## src/rtl/core/serial_command_port_parser_macros.svh

```systemverilog
// Assertion helpers for the serial command port parser.
`ifndef SERIAL_COMMAND_PORT_PARSER_MACROS_SVH
`define SERIAL_COMMAND_PORT_PARSER_MACROS_SVH

// Check that cons follows ante in the same cycle.
`define SCP_ASSERT_IMPL(label, ante, cons) \
	label: assert property (@(posedge clk) disable iff (!arst_n) (ante) |-> (cons)) \
		else $error("assertion failed");

// Check that cons holds in the cycle after ante.
`define SCP_ASSERT_NEXT(label, ante, cons) \
	label: assert property (@(posedge clk) disable iff (!arst_n) (ante) |=> (cons)) \
		else $error("assertion failed");

`endif

```

## src/rtl/core/scp_pkg.sv

```systemverilog
`default_nettype none
package scp_pkg;

	localparam int LINE_CHARS_DEF = 16;

	// Command and argument characters
	localparam logic [7:0] CH_L  = 8'h6C; // 'l'
	localparam logic [7:0] CH_T  = 8'h74; // 't'
	localparam logic [7:0] CH_C  = 8'h63; // 'c'
	localparam logic [7:0] CH_0  = 8'h30; // '0'
	localparam logic [7:0] CH_1  = 8'h31; // '1'
	localparam logic [7:0] CH_2  = 8'h32; // '2'
	localparam logic [7:0] CH_5  = 8'h35; // '5'
	localparam logic [7:0] CH_7  = 8'h37; // '7'
	localparam logic [7:0] CH_UC = 8'h43; // 'C'
	localparam logic [7:0] CH_UD = 8'h44; // 'D'
	localparam logic [7:0] CH_UB = 8'h42; // 'B'

	typedef enum logic [2:0] {
		PH_IDLE  = 3'd0,
		PH_LINE  = 3'd1,
		PH_CHARS = 3'd2,
		PH_DUTY1 = 3'd3,
		PH_DUTY2 = 3'd4,
		PH_PORT  = 3'd5,
		PH_BIT   = 3'd6
	} phase_t;

	typedef enum logic [2:0] {
		ACT_LINE = 3'd0,
		ACT_CHAR = 3'd1,
		ACT_TX   = 3'd2,
		ACT_DUTY = 3'd3,
		ACT_PINS = 3'd4
	} action_t;

	typedef enum logic [1:0] {
		PORT_C = 2'd0,
		PORT_D = 2'd1,
		PORT_B = 2'd2
	} port_sel_t;

	typedef struct packed {
		logic [7:0] rx_byte;
		logic [9:0] conv_reading;
	} in_item_t;

	typedef struct packed {
		action_t    action;
		logic       line_number;
		logic [7:0] data_byte;
		logic [8:0] duty_value;
		logic [7:0] port_d_pins;
		logic [7:0] port_b_pins;
		logic       pin_c5;
	} out_item_t;

	// Parser state apart from the character counter
	typedef struct packed {
		phase_t     phase;
		logic       set_not_clear;
		port_sel_t  port_choice;
		logic [7:0] duty_first_byte;
		logic [7:0] d_levels;
		logic [7:0] b_levels;
		logic       c5_level;
	} parse_state_t;

endpackage
`default_nettype wire

```

## src/rtl/core/serial_command_port_parser.sv

```systemverilog
// An accepted byte goes into the input register, then its result into the result register.
// Throughput: one byte per cycle while out_ready stays high.
// A stalled result holds the decode stage; in_ready then drops in the same cycle.
// Reset (arst_n low, asynchronous) returns the parser to idle and clears all pin levels.
`default_nettype none
`include "serial_command_port_parser_macros.svh"
module serial_command_port_parser
	import scp_pkg::*;
#(
	parameter int LINE_CHARS = LINE_CHARS_DEF
) (
	input  wire logic      clk,
	input  wire logic      arst_n,
	input  wire logic      in_valid,
	output logic           in_ready,
	input  wire in_item_t  in_data,
	output logic           out_valid,
	input  wire logic      out_ready,
	output out_item_t      out_data
);

	localparam int CHARS_W = $clog2(LINE_CHARS + 1);

	logic               valid_s1;
	in_item_t           item_s1;
	parse_state_t       state_q;
	parse_state_t       state_next;
	logic [CHARS_W-1:0] chars_left_q;
	logic [CHARS_W-1:0] chars_left_next;
	logic               res_valid;
	out_item_t          res;
	logic               out_valid_q;
	out_item_t          out_q;
	logic               advance;

	assign advance  = valid_s1 && (!out_valid_q || out_ready);
	assign in_ready = !valid_s1 || advance;

	scp_decode #(
		.LINE_CHARS(LINE_CHARS)
	) u_decode (
		.cur             (state_q),
		.chars_left      (chars_left_q),
		.item            (item_s1),
		.nxt             (state_next),
		.chars_left_next (chars_left_next),
		.res_valid       (res_valid),
		.res             (res)
	);

	// Input register
	always_ff @(posedge clk or negedge arst_n) begin
		if (!arst_n) begin
			valid_s1 <= 1'b0;
		end else if (in_ready) begin
			valid_s1 <= in_valid;
		end
	end

	always_ff @(posedge clk) begin
		if (in_ready && in_valid)
			item_s1 <= in_data;
	end

	// Parser state
	always_ff @(posedge clk or negedge arst_n) begin
		if (!arst_n) begin
			state_q.phase           <= PH_IDLE;
			state_q.set_not_clear   <= 1'b0;
			state_q.port_choice     <= PORT_C;
			state_q.duty_first_byte <= 8'h00;
			state_q.d_levels        <= 8'h00;
			state_q.b_levels        <= 8'h00;
			state_q.c5_level        <= 1'b0;
			chars_left_q            <= '0;
		end else if (advance) begin
			state_q      <= state_next;
			chars_left_q <= chars_left_next;
		end
	end

	// Result register
	always_ff @(posedge clk or negedge arst_n) begin
		if (!arst_n) begin
			out_valid_q <= 1'b0;
		end else if (advance && res_valid) begin
			out_valid_q <= 1'b1;
		end else if (out_ready) begin
			out_valid_q <= 1'b0;
		end
	end

	always_ff @(posedge clk) begin
		if (advance && res_valid)
			out_q <= res;
	end

	assign out_valid = out_valid_q;
	assign out_data  = out_q;

	`SCP_ASSERT_IMPL(a_chars_nonzero, state_q.phase == PH_CHARS, chars_left_q != '0)
	`SCP_ASSERT_NEXT(a_hold_s1, valid_s1 && !advance, valid_s1 && $stable(item_s1))
	`SCP_ASSERT_NEXT(a_duty_result, advance && state_q.phase == PH_DUTY2,
		out_valid_q && out_q.action == ACT_DUTY && state_q.phase == PH_IDLE)

endmodule
`default_nettype wire

```

## src/rtl/core/scp_decode.sv

```systemverilog
`default_nettype none
module scp_decode
	import scp_pkg::*;
#(
	parameter int LINE_CHARS = LINE_CHARS_DEF
) (
	input  wire parse_state_t                          cur,
	input  wire logic [$clog2(LINE_CHARS + 1) - 1:0]   chars_left,
	input  wire in_item_t                              item,
	output parse_state_t                               nxt,
	output logic [$clog2(LINE_CHARS + 1) - 1:0]        chars_left_next,
	output logic                                       res_valid,
	output out_item_t                                  res
);

	localparam int CHARS_W = $clog2(LINE_CHARS + 1);

	logic [7:0]         rx;
	logic [7:0]         bit_mask;
	logic               bit_ok;
	logic [CHARS_W-1:0] chars_dec;

	assign rx        = item.rx_byte;
	assign chars_dec = chars_left - CHARS_W'(1);

	always_comb begin
		bit_mask = 8'h00;
		bit_ok   = 1'b0;
		if (rx == CH_T) begin
			bit_mask = 8'hFF;
			bit_ok   = 1'b1;
		end else if (rx inside {[CH_0:CH_7]}) begin
			bit_mask = 8'h01 << rx[2:0];
			bit_ok   = 1'b1;
		end
	end

	// Next state
	always_comb begin
		nxt             = cur;
		chars_left_next = chars_left;
		case (cur.phase)
			PH_LINE: begin
				if (rx == CH_1 || rx == CH_2) begin
					nxt.phase       = PH_CHARS;
					chars_left_next = CHARS_W'(LINE_CHARS);
				end else begin
					nxt.phase = PH_IDLE;
				end
			end
			PH_CHARS: begin
				chars_left_next = chars_dec;
				if (chars_dec == '0)
					nxt.phase = PH_IDLE;
			end
			PH_DUTY1: begin
				nxt.duty_first_byte = rx;
				nxt.phase           = PH_DUTY2;
			end
			PH_DUTY2: nxt.phase = PH_IDLE;
			PH_PORT: begin
				if (rx == CH_UC) begin
					nxt.port_choice = PORT_C;
					nxt.phase       = PH_BIT;
				end else if (rx == CH_UD) begin
					nxt.port_choice = PORT_D;
					nxt.phase       = PH_BIT;
				end else if (rx == CH_UB) begin
					nxt.port_choice = PORT_B;
					nxt.phase       = PH_BIT;
				end else begin
					nxt.phase = PH_IDLE;
				end
			end
			PH_BIT: begin
				nxt.phase = PH_IDLE;
				if (cur.port_choice == PORT_C) begin
					if (rx == CH_5)
						nxt.c5_level = cur.set_not_clear;
				end else if (bit_ok) begin
					if (cur.port_choice == PORT_D)
						nxt.d_levels = cur.set_not_clear ? (cur.d_levels | bit_mask)
							: (cur.d_levels & ~bit_mask);
					else
						nxt.b_levels = cur.set_not_clear ? (cur.b_levels | bit_mask)
							: (cur.b_levels & ~bit_mask);
				end
			end
			default: begin
				nxt.phase = PH_IDLE;
				if (rx == CH_L) begin
					nxt.phase = PH_LINE;
				end else if (rx == CH_C) begin
					nxt.phase = PH_DUTY1;
				end else if (rx == CH_1 || rx == CH_0) begin
					nxt.set_not_clear = (rx == CH_1);
					nxt.phase         = PH_PORT;
				end
			end
		endcase
	end

	// Result
	always_comb begin
		res_valid       = 1'b0;
		res.action      = ACT_LINE;
		res.line_number = 1'b0;
		res.data_byte   = 8'h00;
		res.duty_value  = 9'h000;
		res.port_d_pins = nxt.d_levels;
		res.port_b_pins = nxt.b_levels;
		res.pin_c5      = nxt.c5_level;
		case (cur.phase)
			PH_LINE: begin
				if (rx == CH_1 || rx == CH_2) begin
					res_valid       = 1'b1;
					res.action      = ACT_LINE;
					res.line_number = (rx == CH_2);
				end
			end
			PH_CHARS: begin
				res_valid     = 1'b1;
				res.action    = ACT_CHAR;
				res.data_byte = rx;
			end
			PH_DUTY1: res_valid = 1'b0;
			PH_DUTY2: begin
				res_valid      = 1'b1;
				res.action     = ACT_DUTY;
				res.duty_value = {1'b0, cur.duty_first_byte} + {1'b0, rx};
			end
			PH_PORT: res_valid = 1'b0;
			PH_BIT: begin
				res.action = ACT_PINS;
				res_valid  = (cur.port_choice == PORT_C) ? (rx == CH_5) : bit_ok;
			end
			default: begin
				if (rx == CH_T) begin
					res_valid     = 1'b1;
					res.action    = ACT_TX;
					res.data_byte = item.conv_reading[8:1];
				end
			end
		endcase
	end

endmodule
`default_nettype wire

```

## config.mk

```make
export PLATFORM = sky130hd
export DESIGN_NAME = serial_command_port_parser
export DESIGN_NICKNAME = d
export VERILOG_FILES = /design/src/rtl/core/scp_pkg.sv /design/src/rtl/core/serial_command_port_parser.sv /design/src/rtl/core/scp_decode.sv
export VERILOG_INCLUDE_DIRS = /design/src /design/src/rtl/core
export SDC_FILE = /design/constraint.sdc
export NUM_CORES = 1
export LEC_CHECK = 0
export BUFFER_PORTS_ARGS = -buffer_cell sky130_fd_sc_hd__buf_2
export CAP_MARGIN = 20
export CORE_UTILIZATION = 45
export CTS_CLUSTER_DIAMETER = 80
export DETAILED_ROUTE_END_ITERATION = 6
export HOLD_SLACK_MARGIN = 0.12
export PLACE_DENSITY = 0.7
export SLEW_MARGIN = 30
export SYNTH_ARGS = -nofsm -noshare
export SYNTH_HDL_FRONTEND = slang
export SYNTH_SLANG_ARGS = --single-unit
```

## constraint.sdc

```tcl
create_clock -name clk -period 11.2 [get_ports clk]
set_input_delay 2.8 -clock clk [delete_from_list [all_inputs] [get_ports clk]]
set_output_delay 2.8 -clock clk [all_outputs]
set_load 0.01 [all_outputs]
```

; ---- Word level (Yosys, flattened, before mapping)
; Cells that the tools add are included.
[totals]
latch_bits = 0
ram_bits = 0
mem_count = 0
reg_bits = 93
rom_bits = 0
[op_classes]
n_div = 0
magnitude_cmp = 2
eq_ne = 19
n_reduce_logical = 26
add_sub_neg = 2
mux = 37
multipliers = 0
bitwise_logic = 8
shifts = 1
[op_table]
columns = op, n
row1 = $mux W8, 7
row2 = $eq A8 B7 Y1 const B, 6
row3 = $eq A8 B6 Y1 const B, 4
row4 = $mux W16, 2
row5 = $pmux W3 S5, 2
row6 = $mux W3, 6
row7 = $mux W17, 1
row8 = $and A8 B8 Y8, 2
row9 = $or A8 B8 Y8, 2
row10 = $pmux W8 S2, 1
row11 = $mux W2, 5
row12 = $pmux W5 S2, 1
row13 = $add A8 B8 Y9, 1
row14 = $eq A3 B3 Y1 const B, 3
row15 = $mux W1, 9
row16 = $ge A8 B6 Y1 const B, 1
row17 = $le A8 B6 Y1 const B, 1
row18 = $not A8 Y8, 1
row19 = $shl A1 B3 Y8 const A, 1
row20 = $eq A3 B2 Y1 const B, 2
row21 = $reduce_and A2 Y1, 3
row22 = $reduce_and A3 Y1, 2
row23 = $reduce_or A2 Y1, 3
row24 = $reduce_or A6 Y1, 1
row25 = 17 further kinds, 28

; ---- Depth between registers and ports, before layout
; Gate-level depths: netlist of run 1.
[depth]
word_depth = 11
depth_mapped = 8
ltp_nobuf = 7

; ---- Modules after synthesis
; From an unflattened synthesis of run 1, not the netlist that was laid out.
[hier_totals]
hier_cells = 374
area_unflattened_um2 = 4978.5
[modules_own_cells]
columns = module, area_per_inst_um2, n_inst, seq_area_each_um2, cells_each
row1 = serial_command_port_parser, 3271.9, 1, 2632.5, 142
row2 = scp_decode, 1706.6, 1, 0.0, 232

; ---- Worst setup path before layout of run 1
; No wires, ideal clock.
[synth_timing]
kind = input to output
startpoint = input out_ready
endpoint = output in_ready
path_stages = 2
arrival_time_ns = 3.042
path_slack_ns = 5.358
cell_sequence = nor2b_1 > nand2_1
[synth_via]
elab_chain_cells = 3
[synth_rtl]
columns = item, line_no
row1 = from (decl), serial_command_port_parser.sv:18  ; input wire logic out_ready,
row2 = $logic_or A1 B1 Y1, serial_command_port_parser.sv:36  ; assign advance = valid_s1 && (!out_valid_q || out_ready);
row3 = $logic_and A1 B1 Y1, serial_command_port_parser.sv:36
row4 = $logic_or A1 B1 Y1, serial_command_port_parser.sv:37  ; assign in_ready = !valid_s1 || advance;
row5 = to (decl), serial_command_port_parser.sv:15  ; output logic in_ready,
; Every way passes these cells.

; ---- Worst setup path after layout of run 1
; Ends and elaborated chain as after synthesis.

==> metrics.txt, run 1 <==
outcome finished clean; final worst path period need 6110 ps; post-synth top area cell edfxtp_1; detailed-route via count 3269; cts hold-fix bufs 0; CTS tree done; switching share of power 35.7%; Hold Violations, Final 0; mux cell area share after synthesis 10.7%; Starting DRT DRC Count 229; fin cells 564; Tcrit/Tclk final 54.6%; clock skew 11.4 ps; post_cts resized 0; die height 104 um; # DRC 0; Detailed Route WL 9580 um; EDFF count, synth 54; WP data required 8400 ps; Worst R2R Path Depth 5; worst slew pin tran 875 ps; hold slack 497 ps; first-pass iteration count of the detailed router 5; max-cap violations 0; Synth area leaders edfxtp_1 (35%), dfrtp_1 (20%), mux2_2 (7.7%); area share of and/or/nand/nor cells after synthesis 15.3%; Mapped Area 4670 sq um; Post-Synth XOR/XNOR Area 0.375%; Post-DP HPWL 6540 um; die width 104 um; largest net degree at the start of global routing 39; area delta synth->final 12.3%; CP endpoint kind primary output; unrepaired setup endpoints after global routing false; Port Buf Inserts 59; clk root buf clkbuf_8; GP Congestion 0.871; Main synth FF type edfxtp_1; first-pass GRT wire length 15800 um; vias in the first global route 3158; largest family of logic cells by synthesized area simple AND/OR/NAND/NOR gates; PwrDens 196 nW/um^2; max-slew violations 0; initial antenna violation count 0; leakage power 0.00212 uW; Hold Crit Class register to register; Max-slew headroom 41.7%; Worst-path clk slew 90 ps; syn nets 410; Post-CTS Setup Inserts 0; htree depth 3; CP startpoint kind primary input; DR vias/cell 5.80; Sequential Power Share 49.9%; placed insts 548; Synth top area share 34.7%; grt ovf 0; WS Path Type primary input to primary output; share of cells above drive strength 1 28.5%; die area 10800 sq um; GRT Overall Usage 18.7%; Logic pwr share 29.1%; clk_lat worst skew 370 ps; WP data arrival 3310 ps; Synth Area in Adders 3.11%; Psw 368 uW; Max VDD drop 0.0876 mV; hold path depth 1; Core ar. 9910 sq um; Pint 662 uW; power share of the clock group 21.1%; register area share after synthesis 55.0%; clk buf depth 2; Num Clock Sinks 92; Synth async-reset ratio 41.3%; Core Rows 36; wire per inst 17.0 um; Synth Area per Inst 12.4 sq um; post-synthesis compound-gate area fraction 12.3%; setup slack, reg-to-reg 8220 ps; final setup violation count 0; synthesized flop and latch total 92; n_diodes 0; Distinct cells, synth 61; nets 459; Worst Path Max Fanout 3; Initial Util 47.2%; synth warn 0; Post-DRT Antenna Nets 0; Max Clock Freq 164 MHz; Mapped Cells 377; Fin Setup TNS 0 ps; Top Ports 62; Num CTS Buffers 9
==> stage by stage <==
step           area, sq um  setup slack, ps  power, uW  util [%]
6_report              5250             5090       1030      52.9
4_1_cts               5240             5090       1040      52.9
5_1_grt               5250             5050       1090      52.9
2_1_floorplan         4670             5360        711         -
3_5_place_dp          5050             5090        818      51.0
3_3_place_gp          5050             5110        808      51.0
==> metal layers <==
layer  wire length, um  vias up  global-route usage, %
li1                  -     1556                      -
met1              4270     1603                   24.8
met2              4630       90                   29.5
met3               433       20                   4.07
met4               242        0                   8.06
met5                 0        -                      0
==> power groups by stage <==
| stage | clock (uW) | combinational, uW | sequential [uW] |
|---|---|---|---|
| after floorplan | 0 | 181 | 530 |
| after global placement | 0 | 291 | 517 |
| after detailed placement | 0 | 299 | 520 |
| after CTS | 222 | 301 | 513 |
| after global routing | 238 | 327 | 524 |
| final | 217 | 299 | 514 |
==> cell usage in the layout (no fill, tap or decap), drive strengths merged, types with 8 or more instances in the layout <==
master  instances
buf            61
edfxtp         54
mux2           40
dfrtp          38
nor3           20
nor2           16
inv            15
o21ai          12
nand3          11
nand2          11
a211oi         11
a22o           10
ha             10
clkbuf          9
a21oi           8
==> cells in the mapped netlist (5+ instances only) <==
cell type	number
nand2b_1	6
nor3_1	20
mux2_2	32
mux2i_1	5
and2_1	5
nand2_1	11
a211oi_1	11
nand4_1	7
ha_1	10
or3_1	6
mux2_1	8
nand3b_1	5
dfrtp_1	38
a22o_1	10
nor4b_1	5
nand3_1	11
inv_1	10
nor2b_1	5
clkbuf_1	13
nor2_1	15
edfxtp_1	54
o21ai_0	11
o21a_1	7
==> path summary, 6_finish.rpt <==
check,startpoint,end
worst max register to register,item_s1[12],out_data[19]
worst min register to register,state_q[12],state_q[12]
max in group asynchronous,arst_n,state_q[27]
worst min-delay path,state_q[12],state_q[12]
worst max-delay path,out_ready,in_ready
min in group asynchronous,arst_n,chars_left_q[1]
==> cell type report <==
type,instances,area [sq um]
fill,865,4660
clock inverter,7,67.6
timing repair buffer,61,313
clock buffer,9,124
multi-input combinational,252,1960
sequential,92,2570
inverter,10,37.5
tap,133,166
==> worst max-delay path: stages <==
cell	delay, ps
buf_2	100
nor2b_1	130
nand2_1	110
buf_2	170
==> registers in the layout (all words and copies together), names as in the netlist <==
signal / cells
chars_left_q: 5
item_s1: 16
out_data: 38
out_valid: 1
state_q: 31
valid_s1: 1
==> cells by family after synthesis <==
family,count (synthesis)
fa+ha+maj,11
flops,92
mux,45
xor+xnor,2
simple gates,119
compound gates,75
buf+inv,33
Power figures use the tool's default switching activity.
==> run 2: changes to the inputs <==
--- a/config.mk
+++ b/config.mk
@@ -6,13 +6,14 @@
 export SDC_FILE = /design/constraint.sdc
 export NUM_CORES = 1
 export LEC_CHECK = 0
+export ABC_AREA = 1
 export BUFFER_PORTS_ARGS = -buffer_cell sky130_fd_sc_hd__buf_2
 export CAP_MARGIN = 20
 export CORE_UTILIZATION = 45
 export CTS_CLUSTER_DIAMETER = 80
 export DETAILED_ROUTE_END_ITERATION = 6
 export HOLD_SLACK_MARGIN = 0.12
-export PLACE_DENSITY = 0.7
+export PLACE_DENSITY = 0.72
 export SLEW_MARGIN = 30
 export SYNTH_ARGS = -nofsm -noshare
 export SYNTH_HDL_FRONTEND = slang
==> constraint.sdc (replaced) <==
create_clock -name clk -period 5.62 [get_ports clk]
set_input_delay 1.405 -clock clk [delete_from_list [all_inputs] [get_ports clk]]
set_output_delay 1.405 -clock clk [all_outputs]
set_load 0.01 [all_outputs]
==> run 2 against run 1 <==
Worst hold slack worse by 6.6 ps. Die area down 3.2%. Via count is 4.4% higher. Register-to-register slack worse by 5500 ps. Clock power grew 120%. Critical path depth grew 5. Largest cell class unchanged.
==> metrics.txt, run 2 <==
outcome finished clean; die width 102 um (-1.6%); register area share after synthesis 56.9% (+1.9 points); synthesized flop and latch total 92 (unchanged); Hold Violations, Final 0 (unchanged); worst-path cell chain buf_2 > inv_1 > nand2_1 > nand2_1 > buf_4 > inv_1 > nand2_1 > inv_1 > buf_4; cts hold-fix bufs 0 (unchanged); leakage power 0.00246 uW (+16%); Synth Area per Inst 9.23 sq um (-26%); unrepaired setup endpoints after global routing false; routed length on met1 4100 um (-3.9%); Port Buf Inserts 59 (unchanged); DR vias/cell 4.96 (-15%); CTS tree done; EDFF count, synth 54 (unchanged); Mapped Area 4520 sq um (-3.3%); fin cells 689 (+22%); Fin Setup TNS 0 ps (unchanged); Core Rows 36 (unchanged); Hold Crit Start state_q[25]; Main synth FF type edfxtp_1; worst slew pin tran 847 ps (-27.6 ps); WP data arrival 3560 ps (+250 ps); first-pass GRT wire length 15300 um (-3.4%); final setup violation count 0 (unchanged); Crit path max-delay family buffers and inverters; n_diodes 0 (unchanged); placed insts 673 (+23%); vias in the first global route 3297 (+4.4%); largest net degree at the start of global routing 39 (unchanged); max reg flops 38 (unchanged); most common cell after layout, fill and taps aside nand2_1; CP endpoint kind register; Max stage delay cell, worst path inv_1; htree depth 3 (unchanged); multi-input logic area 1580 sq um (-20%); clk buf depth 2 (unchanged); clk_lat worst skew 360 ps (about the same); Starting DRT DRC Count 206 (-10%); clock skew 10.5 ps (-0.895 ps); Post-CTS Setup Inserts 0 (unchanged); top cells by count, synth nand2_1 (118), inv_1 (78), edfxtp_1 (54); Synth area leaders edfxtp_1 (36%), dfrtp_1 (21%), nand2_1 (9.8%); # DRC 0 (unchanged); Core ar. 9770 sq um (-1.4%); Distinct cells, synth 35 (-43%); GP Congestion 0.850 (-2.5%); final cell utilization of the core 52.7% (-0.22 points); Max VDD drop 0.151 mV (+73%); CP bufs+invs 6 (+4); die height 102 um (-1.6%); WS Path Type primary input to register; most frequent cells in the layout nand2_1 (118), inv_1 (78), buf_2 (58), edfxtp_1 (54), dfrtp_1 (38); Mapped Cells 490 (+30%); Worst Path Max Fanout 24 (+21); area delta synth->final 14.0%; max-cap violations 0 (unchanged); initial antenna violation count 0 (unchanged); clk root buf clkbuf_8; Final WS setup 2110 ps (-2980 ps); Initial Util 46.2% (-0.91 points); Synth async-reset ratio 41.3% (unchanged); crit path launch out_ready; Tcrit/Tclk final 62.4%; most common cell in the netlist nand2_1; WP data required 5670 ps (-2730 ps); Top Ports 62 (unchanged); first-pass iteration count of the detailed router 5 (unchanged); Max-slew headroom 43.5% (+1.8 points); RR Startpoint item_s1[11]; FF+latch area 2570 sq um (about the same); GRT Overall Usage 19.4% (+0.69 points); post_cts resized 0 (unchanged); Hold Crit Class register to register; uppermost routed layer met4; pre-CTS setup slack 1650 ps (-3450 ps); wire per inst 13.0 um (-23%); Worst-path clk slew 90 ps (about the same); CP startpoint kind primary input; Detailed Route WL 8980 um (-6.2%); Largest stage delay, worst path 650 ps (+480 ps); syn nets 523 (+28%); Num Clock Sinks 92 (unchanged); Post-DP HPWL 6580 um (+0.62%); max-slew violations 0 (unchanged); nets 584 (+27%); share of cells above drive strength 1 18.0% (-11 points); detailed-route via count 3414 (+4.4%); Synth top area share 35.9% (+1.2 points); WL met2 4390 um (-5.2%); routed wire length on met3 362 um (-16%); post-synth top area cell edfxtp_1; fill cell count 886 (+2.4%); Post-DRT Antenna Nets 0 (unchanged); Num CTS Buffers 9 (unchanged); synth warn 0 (unchanged); Max Clock Freq 285 MHz; grt ovf 0 (unchanged); die area 10500 sq um (-3.2%); final worst path period need 3510 ps; PwrDens 262 nW/um^2 (+33%)
[run 2: cell count changes after synthesis, sizes merged, moves of 16 or more]
cell   change
inv       +72
nor3      -16
mux2      -40
a21oi     +16
nor2      +24
nand2    +113
nand3     +26
o21ai     +25
[run 2: kinds of logic after synthesis]
group                      after synthesis  synth area share, %
buffers and inverters                   93                 8.22
and+or+nand+nor                        216                 21.9
DFF                                     92                 56.9
xor gates and xnor gates                 1                0.194
adders and majority gates               11                 3.21
AOI/OAI and AO/OA                       77                 9.58
[run 2: layout make-up]
cell class              instances  area share [%]
clock buffers                  12            2.82
clock inverters                 4            1.41
inverters                      82            5.97
multi-input cells             305            30.6
flip-flops and latches         92            49.9
well taps                     133            3.23
repair buffers                 61            6.07
[run 2: worst reg2reg max path, delay by kind of cell (launching register included)]
family        cells  cell delay (ps)
flops             1              510
simple gates      6              680
buf+inv           4             1350
[run 2: final timing paths]
path | end | slack (ps) | depth (start not counted)
worst min register to register | state_q[25] | 490 | 2
worst max register to register | out_data[3] | 2770 | 10
max in group asynchronous | state_q[2] | 4240 | 1
worst max-delay path | out_data[3] | 2110 | 9
min in group asynchronous | state_q[23] | 1010 | 1
worst min-delay path | state_q[25] | 490 | 2
[run 2: metal layers]
layer	track usage, %	vias up
met4	7.47	0
met5	0	-
li1	-	1731
met1	25.6	1590
met2	31.7	79
met3	3.76	14
[run 2: power breakdown]
part | total [uW] | internal [uW] | switching [uW]
Combinational | 110 | 36.4 | 74.0
Sequential | 756 | 742 | 14.3
Clock | 484 | 262 | 221
[run 2: stage by stage]
step | total power, uW | area [sq um] | hold slack [ps]
3_3_place_gp | 875 | 4930 | 461
6_report | 1350 | 5150 | 490
2_1_floorplan | 845 | 4520 | 449
3_5_place_dp | 881 | 4930 | 473
4_1_cts | 1370 | 5150 | 494
5_1_grt | 1410 | 5150 | 516
==> run 3: changes to the inputs <==
==> constraint.sdc (replaced) <==
create_clock -name clk -period 2.85 [get_ports clk]
set_input_delay 0.7125 -clock clk [delete_from_list [all_inputs] [get_ports clk]]
set_output_delay 0.7125 -clock clk [all_outputs]
set_load 0.01 [all_outputs]
==> run 3 against run 2 <==
Clock skew rose by 3.0 ps. Combinational power rose by 100%. Critical path depth rose by 1. Cell count rose by 0.29%. Routed wire length rose by 3.4%. Design area fell by 0.27%. Total power rose by 86%. Non-clock buffer count rose by 2. First-iteration DRC count did not move.
==> metrics.txt, run 3 (synthesis gave the netlist of run 2 again) <==
die area 10500 sq um (unchanged); outcome finished clean; DR vias/cell 4.96 (+0.18%); r2r endpoint out_data[1]; power share of the clock group 32.0% (-3.8 points); cts hold-fix bufs 0 (unchanged); Core ar. 9770 sq um (unchanged); n_diodes 0 (unchanged); Num Clock Sinks 92 (unchanged); Fin Setup TNS 0 ps (unchanged); area delta synth->final 13.7%; fin cells 691 (+0.29%); setup slack, reg-to-reg 710 ps (-2060 ps); max-slew violations 0 (unchanged); CP startpoint kind register; Initial Util 46.2% (unchanged); Port Buf Inserts 59 (unchanged); # DRC 0 (unchanged); WP data required 2900 ps (-2770 ps); Max Clock Freq 467 MHz; Psw 641 uW (+110%); Sequential Power Share 59.3% (+3.3 points); Max VDD drop 0.211 mV (+40%); Starting DRT DRC Count 206 (unchanged); most common cell after layout, fill and taps aside nand2_1; vias in the first global route 3322 (+0.76%); max reg flops 38 (unchanged); htree depth 3 (unchanged); Hold Crit Class primary input to async pin; placed inst area 4960 sq um (+0.56%); cell area after layout 5140 sq um (-0.27%); Detailed Route WL 9290 um (+3.4%); die height 102 um (unchanged); Worst Path Max Fanout 38 (+58%); unrepaired setup endpoints after global routing false; first-pass GRT wire length 15600 um (+1.9%); worst slew pin tran 613 ps (-234 ps); GRT Overall Usage 19.8% (+0.42 points); WP data arrival 2190 ps (-1370 ps); GP Congestion 0.850 (about the same); clk root buf clkbuf_8; Max-slew headroom 59.1% (+16 points); hold slack 316 ps (-174 ps); first-pass iteration count of the detailed router 5 (unchanged); Post-DP HPWL 6690 um (+1.6%); Worst-path clk slew 100 ps (about the same); CP endpoint kind register; Logic pwr share 8.7% (+0.5 points); Pint 1880 uW (+80%); Top Ports 62 (unchanged); Tcrit/Tclk final 75.2%; PwrDens 490 nW/um^2 (+87%); detailed-route via count 3430 (+0.47%); Hold Violations, Final 0 (unchanged); Post-CTS Setup Inserts 0 (unchanged); Core Rows 36 (unchanged); final worst path period need 2140 ps; Num CTS Buffers 9 (unchanged); Post-DRT Antenna Nets 0 (unchanged); final setup violation count 0 (unchanged); leakage power 0.00246 uW (-0.20%); initial antenna violation count 0 (unchanged); largest net degree at the start of global routing 39 (unchanged); post_cts resized 0 (unchanged); die width 102 um (unchanged); Worst R2R Path Depth 10 (unchanged); clock skew 13.4 ps (+2.97 ps); share of cells above drive strength 1 18.5% (+0.47 points); clk_lat worst skew 370 ps (about the same); max-cap violations 0 (unchanged); CTS tree done; RR Startpoint item_s1[11]; nets 586 (+0.34%); WS Path Type register to register; switching share of power 25.5% (+2.5 points); clk buf depth 2 (unchanged); most frequent cells in the layout nand2_1 (118), inv_1 (78), buf_2 (58), edfxtp_1 (54), dfrtp_1 (38); placed insts 675 (+0.30%); wire per inst 13.4 um (+3.1%); grt ovf 0 (unchanged)
run 3: final cells by class:
| cell class | instances | area [sq um] |
|---|---|---|
| Clock inverter | 6 | 38.8 |
| Sequential cell | 92 | 2570 |
| Clock buffer | 10 | 138 |
| Multi-Input combinational cell | 305 | 1580 |
| Tap cell | 133 | 166 |
| Inverter | 82 | 308 |
| Fill cell | 899 | 4630 |
| Timing Repair Buffer | 63 | 340 |
run 3: worst max-delay path by stage:
stage / end / cells past startpoint / slack (ps) / startpoint
2_1_floorplan: out_data[0] / 7 / 340 / out_ready
3_3_place_gp: out_data[37] / 10 / 810 / item_s1[11]
3_5_place_dp: out_data[37] / 8 / 750 / item_s1[11]
4_1_cts: out_data[6] / 8 / 720 / item_s1[11]
5_1_grt: out_data[15] / 10 / 530 / item_s1[12]
6_report: out_data[1] / 10 / 710 / item_s1[11]
run 3: per-layer routing:
metal	up-vias	track usage, %	share of wire (%)
li1	1735	-	-
met1	1588	24.5	44
met5	-	0	0
met4	0	8.57	1.8
met3	13	3.90	4.6
met2	94	33.8	49
run 3: stage by stage:
| stage | total power [uW] | setup WS, ps | util (%) |
|---|---|---|---|
| 6_report | 2520 | 708 | 52.6 |
| 3_5_place_dp | 1740 | 747 | 50.8 |
| 5_1_grt | 2630 | 533 | 52.6 |
| 2_1_floorplan | 1670 | 340 | - |
| 4_1_cts | 2540 | 724 | 52.6 |
| 3_3_place_gp | 1730 | 808 | 50.8 |
run 3: power groups by stage:
stage / Combinational (uW) / Clock, uW / Sequential (uW)
6_report: 220 / 805 / 1490
5_1_grt: 255 / 879 / 1500
4_1_cts: 222 / 828 / 1490
3_5_place_dp: 221 / 0 / 1520
3_3_place_gp: 211 / 0 / 1520
2_1_floorplan: 152 / 0 / 1510
run 3: worst max-delay path, cell delays in order (launching register included):
cell and delay (ps):
edfxtp_1 510, inv_2 190, nand2_4 90, nor2_4 160, nand2_4 110, nand2_2 120, nand2_1 90, nand4_1 120
nand2_1 80, inv_1 100, buf_12 210
